`src/rtl/sedb_pkg.sv`:
```
// Shared types, constants and helpers for the serpentine error-diffusion binarizer.
package sedb_pkg;

  localparam int unsigned PIX_W = 8;
  localparam int unsigned COL_W = 11;
  localparam int unsigned ERR_W = 7;
  localparam int unsigned LW_W = 12;
  localparam int unsigned TGT_W = COL_W + 1;
  localparam int unsigned SUM_W = 10;

  localparam int unsigned MAX_WIDTH = 2048;
  // Error store is split into even and odd column banks.
  localparam int unsigned BANK_DEPTH = (MAX_WIDTH + 1) / 2;
  localparam int unsigned BANK_AW = (BANK_DEPTH > 1) ? $clog2(BANK_DEPTH) : 1;

  localparam logic [LW_W-1:0] LW_RESET = LW_W'(2048);
  localparam logic [PIX_W-1:0] PIX_MAX = 8'd255;
  localparam logic [ERR_W-1:0] ERR_MAX = 7'h7F;

  typedef struct packed {
    logic [PIX_W-1:0] pixel;
    logic [COL_W-1:0] column;
    logic             reverse_row;
    logic             row_start;
    logic             first_row;
  } sedb_item_t;

  typedef struct packed {
    logic             col_we;
    logic [ERR_W-1:0] col_wdata;
    logic             tgt_we;
    logic [ERR_W-1:0] tgt_wdata;
    logic [ERR_W-1:0] carry_next;
    logic [PIX_W-1:0] bin;
  } sedb_upd_t;

  // Column that receives the diagonal share: behind the pixel in scan order.
  function automatic logic [TGT_W-1:0] tgt_addr(input logic [COL_W-1:0] col,
                                                input logic rev);
    logic [TGT_W-1:0] c;
    c = {1'b0, col};
    return rev ? c + TGT_W'(1) : c - TGT_W'(1);
  endfunction

  function automatic logic [BANK_AW-1:0] bank_idx(input logic [TGT_W-1:0] a);
    return BANK_AW'(a >> 1);
  endfunction

endpackage

```
`src/rtl/sedb_diffuse.sv`:
```
// Threshold and error split for one pixel; produces store updates and new carry.
module sedb_diffuse (
  input  sedb_pkg::sedb_item_t         item_i,
  input  logic [sedb_pkg::ERR_W-1:0]   carry_i,
  input  logic [sedb_pkg::ERR_W-1:0]   col_rd_i,
  input  logic [sedb_pkg::ERR_W-1:0]   tgt_rd_i,
  input  logic [sedb_pkg::LW_W-1:0]    line_width_i,
  output sedb_pkg::sedb_upd_t          upd_o
);
  import sedb_pkg::*;

  logic             in_store;
  logic [ERR_W-1:0] stored;
  logic [ERR_W-1:0] carry;
  logic [SUM_W-1:0] sum;
  logic [SUM_W-1:0] resid;
  logic [ERR_W-1:0] half;
  logic [ERR_W-2:0] quarter;
  logic [TGT_W-1:0] tgt;
  logic             diag_ok;
  logic [ERR_W:0]   diag_sum;

  always_comb begin
    in_store = 32'(item_i.column) < MAX_WIDTH;
    stored  = (item_i.first_row || !in_store) ? '0 : col_rd_i;
    carry   = item_i.row_start ? '0 : carry_i;
    sum     = SUM_W'(item_i.pixel) + SUM_W'(carry) + SUM_W'(stored);
    // sum stays below twice 255, so one subtract gives the remainder
    resid   = (sum >= SUM_W'(PIX_MAX)) ? sum - SUM_W'(PIX_MAX) : sum;
    half    = resid[ERR_W:1];
    quarter = half[ERR_W-1:1];

    tgt     = tgt_addr(item_i.column, item_i.reverse_row);
    diag_ok = (item_i.reverse_row || (item_i.column != '0)) &&
              (tgt < line_width_i) && (32'(tgt) < MAX_WIDTH);
    diag_sum = (ERR_W+1)'(tgt_rd_i) + (ERR_W+1)'(quarter);

    upd_o.col_we     = in_store;
    upd_o.col_wdata  = ERR_W'(quarter);
    upd_o.tgt_we     = diag_ok;
    upd_o.tgt_wdata  = diag_sum[ERR_W] ? ERR_MAX : diag_sum[ERR_W-1:0];
    upd_o.carry_next = half;
    upd_o.bin        = (sum >= SUM_W'(PIX_MAX)) ? PIX_MAX : '0;
  end

endmodule

```
`config.mk`:
```
export PLATFORM = sky130hd
export DESIGN_NAME = sedb_diffuse
export DESIGN_NICKNAME = d
export VERILOG_FILES = /design/src/rtl/sedb_pkg.sv /design/src/rtl/sedb_diffuse.sv
export SDC_FILE = /design/constraint.sdc
export NUM_CORES = 1
export LEC_CHECK = 0
export ABC_AREA = 1
export BUFFER_PORTS_ARGS = -buffer_cell sky130_fd_sc_hd__buf_2
export CORE_ASPECT_RATIO = 1.5
export CORE_UTILIZATION = 46
export DETAILED_ROUTE_END_ITERATION = 8
export PLACE_DENSITY_LB_ADDON = 0.2
export SLEW_MARGIN = 20
export SYNTH_ARGS = -nofsm -noshare
export SYNTH_HDL_FRONTEND = slang
export SYNTH_SLANG_ARGS = --single-unit
```
`constraint.sdc`:
```
create_clock -name vclk -period 4.5
set_clock_uncertainty 0.05 [all_clocks]
set_input_delay 0.675 -clock vclk [all_inputs]
set_output_delay 0.675 -clock vclk [all_outputs]
set_load 0.01 [all_outputs]
```
==> Word-level counts from Yosys, hierarchy flattened <==
Cells that the tools add are included.
{ "op_classes": {"add_sub_neg": 6, "mul": 0, "div": 0, "order_cmp": 3, "n_eq_ne": 0, "shifts": 0, "n_mux": 6, "bitwise_logic": 0, "n_reduce_logical": 4} }
{ "ops": {"columns": ["operator", "count"], "rows": [
  ["$mux W7", 3],
  ["$mux W8", 2],
  ["$add A11 B1 Y12 const B", 1],
  ["$lt A12 B12 Y1", 1],
  ["$lt A12 B12 Y1 const B", 1],
  ["$mux W12", 1],
  ["$sub A11 B1 Y12 const B", 1],
  ["$reduce_bool A11 Y1", 1],
  ["$add A9 B7 Y10", 1],
  ["$ge A10 B8 Y1 const B", 1],
  ["$add A8 B7 Y9", 1],
  ["$add A7 B6 Y8", 1],
  ["$sub A8 B8 Y8 const B", 1],
  ["$logic_and A1 B1 Y1", 2],
  ["$logic_or A1 B1 Y1", 1]
]} }
{ "totals": {"ff_bits": 0, "latch_bits": 0, "mem_bits_rw": 0, "rom_bits": 0, "in_bits": 55, "output_inout_bits": 31, "elab_cells": 19, "n_memories": 0} }

==> Depth between registers and ports, before layout <==
Gate-level depths: netlist of the first run.
{ "depth": {"ltp_word": 7, "depth_mapped": 24, "mapped_depth_nobuf": 24} }

==> Worst setup path before layout of the first run <==
No wires, ideal clock.
{ "synth_timing": {"path_kind": "input port to output port", "startpoint": "input port item_i[0] (netlist bit)", "endpoint": "output port upd_o[21] (netlist bit)", "arrival_time_ns": 4.148, "required_ns": 3.775, "setup_slack_ns": -0.373, "cell_stages": 21, "n_path_buf": 0, "path_cell_list": "inv_1 -> nand2_1 -> fa_1 -> inv_1 -> ha_1 -> fa_1 -> nand2_1 -> nor2_4 -> nand3_2 -> nor2_4 -> nand3_4 -> nand3_1 -> nand2_1 -> ha_1 -> fa_1 -> nand3_1 -> nand2_1 -> a21oi_1 -> o21bai_1 -> or2_2 -> nand3_1"} }
{ "synth_lines": {"columns": ["item", "line", "text"], "rows": [
  ["from (decl)", "sedb_diffuse.sv:3", "input sedb_pkg::sedb_item_t item_i,"],
  ["to (decl)", "sedb_diffuse.sv:8", "output sedb_pkg::sedb_upd_t upd_o"]
]} }

==> results of run 1 <==
-- worst max path at each step --
| stage | to | cells after the start | slack, ns | from |
|---|---|---|---|---|
| after CTS | upd_o[21] | 23 | -0.34 | item_i[0] |
| after detailed placement | upd_o[21] | 24 | -0.61 | item_i[1] |
| after global routing | upd_o[17] | 23 | -0.49 | item_i[0] |
| final | upd_o[21] | 23 | -0.37 | item_i[0] |
| after global placement | upd_o[21] | 24 | -0.48 | item_i[1] |
| after floorplan | upd_o[21] | 21 | -0.19 | item_i[1] |
-- synth_stat cells --
cell type  instances
nand2_1           75
inv_1             61
ha_1              35
nor2_1            27
a21oi_1           25
nand3_1           21
buf_4             16
o21ai_0           11
fa_1              10
xnor2_1            7
xor2_1             6
inv_2              5
nand2_2            3
nor3_1             3
nor4_1             3
a21boi_1           2
conb_1             2
nand4_1            2
nor2_4             2
o21bai_1           2
a211oi_1           1
a21boi_0           1
a21oi_2            1
a221oi_2           1
a31oi_1            1
nand2_4            1
nand3_2            1
nand3_4            1
nor3_4             1
o31ai_1            1
or2_2              1
-- per-layer routing --
layer	vias to the layer above	part of all wire, %	track usage, %
li1	1271	-	-
met1	1039	38	21.66
met2	58	58	44.91
met3	6	2.6	0.1558
met4	0	0.97	3.769
met5	-	0	0
-- area by class of cell --
type / instances / area, um2
multi-input combinational: 247 / 1912
inverter: 66 / 262.8
timing repair buffer: 132 / 815.8
tap: 46 / 57.56
fill: 383 / 1197
-- cell usage in the layout (no fill, tap or decap), types with 2 or more instances in the layout --
master / Yosys / final
a21boi_4: 0 / 2
a21oi_1: 25 / 20
a21oi_2: 1 / 6
buf_2: 0 / 81
buf_4: 16 / 47
buf_6: 0 / 2
conb_1: 2 / 2
fa_1: 10 / 8
fa_2: 0 / 2
ha_1: 35 / 30
ha_4: 0 / 4
inv_1: 61 / 58
inv_2: 5 / 6
nand2_1: 75 / 63
nand2_2: 3 / 12
nand2_4: 1 / 3
nand3_1: 21 / 16
nand3_2: 1 / 2
nand3_4: 1 / 5
nand4_1: 2 / 2
nor2_1: 27 / 25
nor2_4: 2 / 4
nor3_1: 3 / 2
nor4_1: 3 / 3
o21ai_0: 11 / 9
o21bai_1: 2 / 2
xnor2_1: 7 / 6
xor2_1: 6 / 6
-- critical path, stage by stage --
cell and delay [ns]:
buf_8 0.11, inv_4 0.05, nand2_4 0.04, fa_1 0.52, inv_2 0.05, ha_4 0.15
fa_2 0.54, nand2_2 0.08, nor2_4 0.12, nand3_2 0.09, nor2_4 0.12, nand3_4 0.14
nand3_4 0.11, nand2_4 0.06, ha_4 0.16, fa_2 0.35, nand3_2 0.08, nand2_2 0.06
a21oi_2 0.14, o21bai_1 0.10, or2_4 0.25, nand3_4 0.06, buf_6 0.10
-- power by group --
part	total, mW	leakage [nW]	switching [mW]	internal, mW
clock network	0	0	0	0
registers	0	0	0	0
logic	0.933	1.79	0.475	0.458
-- metrics by stage --
step,setup TNS (ns),hold WS (ns),setup slack (ns)
2_1_floorplan,-0.6627,1.472,-0.1904
3_3_place_gp,-2.867,1.712,-0.4827
3_5_place_dp,-3.591,1.710,-0.6146
4_1_cts,-2.206,1.722,-0.3367
5_1_grt,-3.388,1.748,-0.4929
6_report,-2.327,1.717,-0.3660
-- repair_timing --
| item | CTS | global route |
|---|---|---|
| setup endpoints to repair | 7 | 7 |
| setup buffers | 5 | 7 |
| pin swaps | 21 | 12 |
| hold buffers | 0 | 0 |
| gates resized for setup | 17 | 13 |
-- logic make-up after synthesis --
family / after synthesis / share of synthesized area [%]
AO/OA/AOI/OAI: 46 / 12.96
XOR/XNOR: 13 / 5.617
adder cells (fa/ha/maj): 45 / 31.48
buffers and inverters: 82 / 18.15
other: 2 / 0.3705
AND/OR/NAND/NOR: 141 / 31.42
==> summary.txt, run 1 <==
Outcome: finished with violations
Failing checks: negative setup slack
Post-DP HPWL: 4291 um
Worst Path Required: 3.77 ns
Fin crit share: 108.1%
Crit Path Class: input pin to output port
Initial Util: 47.75%
Pwr/cell area: 306.3 mW/mm2
Hold path startpoint: tgt_rd_i[0]
DRT antenna net count: 0
Total die area: 0.004681 mm2
Total Routed Length: 4940 um
Io pins: 86
Iteration-0 DRC Markers: 24
Area leader, netlist: ha_1
PnR worst setup slack: -0.3660 ns
Rows: 29
Layout cells sized above 1: 42.25%
FMAX: 205.5 MHz
P&R area growth vs syn: 50.37%
Number of clock buffers in the layout: 0
Post-Layout Cell Count: 491
Top area cells in the synthesized netlist: ha_1, nand2_1, inv_1, fa_1, a21oi_1
Post-synthesis sequential area ratio: 0%
Placed Area: 0.002829 mm2
Final Hold Fails: 0
GPL Wtd Cong: 0.8910
First-pass GRT wire length: 8459 um
Largest net degree at the start of global routing: 12
Via Count: 2374
Maxcap violations: 0
Worst min-delay path class: input pin to output port
Mean Syn Cell Area: 6.161 um2
Port bufs: 84
Router iterations before antenna repair: 6
Overflow after GRT: 0
Storage element area: 0 um2
Core area: 0.004245 mm2
Final Util: 71.79%
Die height: 83.30 um
Crit-path max FO: 5
Synth Warn #: 0
Leakage power: 1.785 nW
Ant diodes: 0
Antenna violations before repair: 0
Placed Cells: 479
Cells after synthesis: 329
Hold Path End: upd_o[15]
Seq cells: 0
Yosys cell types: 31
Syn nets: 429
Worst setup SP type: input pin
Total track usage: 20.96%
Crit path time final: 4.866 ns
Worst Setup End Kind: output port
DRC Markers: 0
Vias in the first global route: 2256
Max Slew Vio Count: 0
Hold Crit Depth: 5
Post-Syn Area: 0.002027 mm2
RSZ-0062 raised after global routing: true
Vias/cell: 4.835
Synth top area share: 21.60%
Final Cell Area: 0.003048 mm2
Total power: 0.9334 mW
Final-report setup violation count: 7
WP data arrival: 4.14 ns
# nets final: 547
Die X: 56.20 um
Average wire per standard cell: 10.06 um
Worst IR Drop VDD: 0.0002996 V
No activity file was read; power rests on OpenSTA's default activity.
==> run 2: changes to the inputs <==
==> constraint.sdc (replaced) <==
create_clock -name vclk -period 4.5
set_clock_uncertainty 0.05 [all_clocks]
set_input_delay 0.9 -clock vclk [all_inputs]
set_output_delay 0.9 -clock vclk [all_outputs]
set_load 0.01 [all_outputs]
==> run 2 against run 1 <==
Global-route usage grew 1.0 points. Non-clock buffer count is 7 higher. Core utilization is 4.4 points higher. Via count grew 1.4%. Critical path depth down 1. Die area unchanged. Final cell count increased by 1.4%. Critical endpoint is now upd_o[17]. Routed wire length is 7.7% higher. Clock-buffer cell count did not move. Total power up 15%. Critical path type unchanged. The flow still finishes with violations (negative setup slack).
==> summary.txt, run 2 (synthesized netlist as in run 1, its figures left out) <==
Outcome: finished with violations
Failing checks: negative setup slack
Total track usage: 22.00%
Post-DP HPWL: 4274 um
WP data arrival: 4.36 ns
Critical path's largest stage delay: 0.54 ns
Final Cell Area: 0.003234 mm2
Via Count: 2407
Crit-path max FO: 7
Worst setup SP type: input pin
Rows: 29
DRC Markers: 0
Slowest CP cell: fa_2
GPL Wtd Cong: 0.8589
Router iterations before antenna repair: 4
Antenna violations before repair: 0
Overflow after GRT: 0
Storage element area: 0 um2
Max Slew Vio Count: 0
Pwr/cell area: 331.7 mW/mm2
Fin crit share: 118.1%
Most common cell after layout, fill and taps aside: buf_2
Leakage power: 1.846 nW
Vias in the first global route: 2305
Final Hold Fails: 0
Most frequent cells in the layout: buf_2, nand2_1, inv_1
Worst IR Drop VDD: 0.0003648 V
First-pass GRT wire length: 8838 um
Total die area: 0.004681 mm2
Maxcap violations: 0
Post-Layout Cell Count: 498
PnR worst setup slack: -0.8141 ns
Ant diodes: 0
Initial Util: 47.75%
Number of clock buffers in the layout: 0
Final-report setup violation count: 11
Total Routed Length: 5319 um
Worst Path Required: 3.55 ns
RSZ-0062 raised after global routing: true
Die X: 56.20 um
Iteration-0 DRC Markers: 24
Hold buffers post-CTS: 0
Io pins: 86
Final setup TNS: -6.928 ns
Port bufs: 84
# nets final: 554
Core area: 0.004245 mm2
Crit path time final: 5.314 ns
Placed Area: 0.002851 mm2
Largest net degree at the start of global routing: 10
Placed Cells: 482
Die height: 83.30 um
Seq cells: 0
Crit Path Class: input pin to output port
Layout cells sized above 1: 44.69%
P&R area growth vs syn: 59.57%
Worst Setup End Kind: output port
Average wire per standard cell: 10.68 um
Vias/cell: 4.833
FMAX: 188.2 MHz
DRT antenna net count: 0
Crit path cell chain: buf_12, inv_12, nand2_4, fa_1, inv_2, ha_4, fa_2, nand2_2, nor2_4, nand3_2, nor2_4, nand3_4, nand2_8, buf_6, a21boi_4, ha_4, a21oi_4, nand2_2, a221oi_4, buf_12, o21ai_2, buf_2
Worst min-delay path class: input pin to output port
[run 2: path summary, 6_finish.rpt]
path   startpoint         to  slack (ns)  depth (start not counted)
min   tgt_rd_i[0]  upd_o[15]        2.18                          5
max     item_i[1]  upd_o[17]       -0.81                         22
[run 2: through the flow]
step                      util [%]  hold slack, ns  setup slack [ns]  total power [mW]
after floorplan                  -           1.922           -0.6404            0.5755
after global placement       67.17           2.161           -0.9319            0.8307
after detailed placement     67.17           2.166            -1.054            0.8508
after CTS                    72.86           2.167           -0.7838             1.012
after global routing         76.19           2.190           -0.9673             1.176
final                        76.19           2.178           -0.8141             1.073
[run 2: final cells by class]
type               instances  area (um2)
fillers                  353        1011
inverters                 66       262.8
multi-input cells        247        1952
well taps                 46       57.56
repair buffers           139       962.2
[run 2: report_power, final]
part	switching (mW)	total [mW]	leakage [nW]	internal (mW)
logic	0.513	1.07	1.85	0.560
registers	0	0	0	0
clock network	0	0	0	0
[run 2: metal layers]
layer	share of wire, %	vias up	wire length [um]	track usage (%)
met5	0	-	0	0
met4	0.53	0	28	2.439
met3	2.0	4	106	0.3115
met2	61	55	3219	48.05
met1	37	1066	1965	22.49
li1	-	1282	-	-
[run 2: what timing repair did]
action                     CTS  global route
resized for setup           38            23
buffers inserted            13             5
pin swaps                   26            18
setup endpoints to repair   15            18
[run 2: critical path, delay by kind of cell]
family | cells | cell delay (ns)
buf+inv | 6 | 0.62
fa+ha+maj | 4 | 1.49
compound gates | 4 | 0.54
simple gates | 8 | 0.78
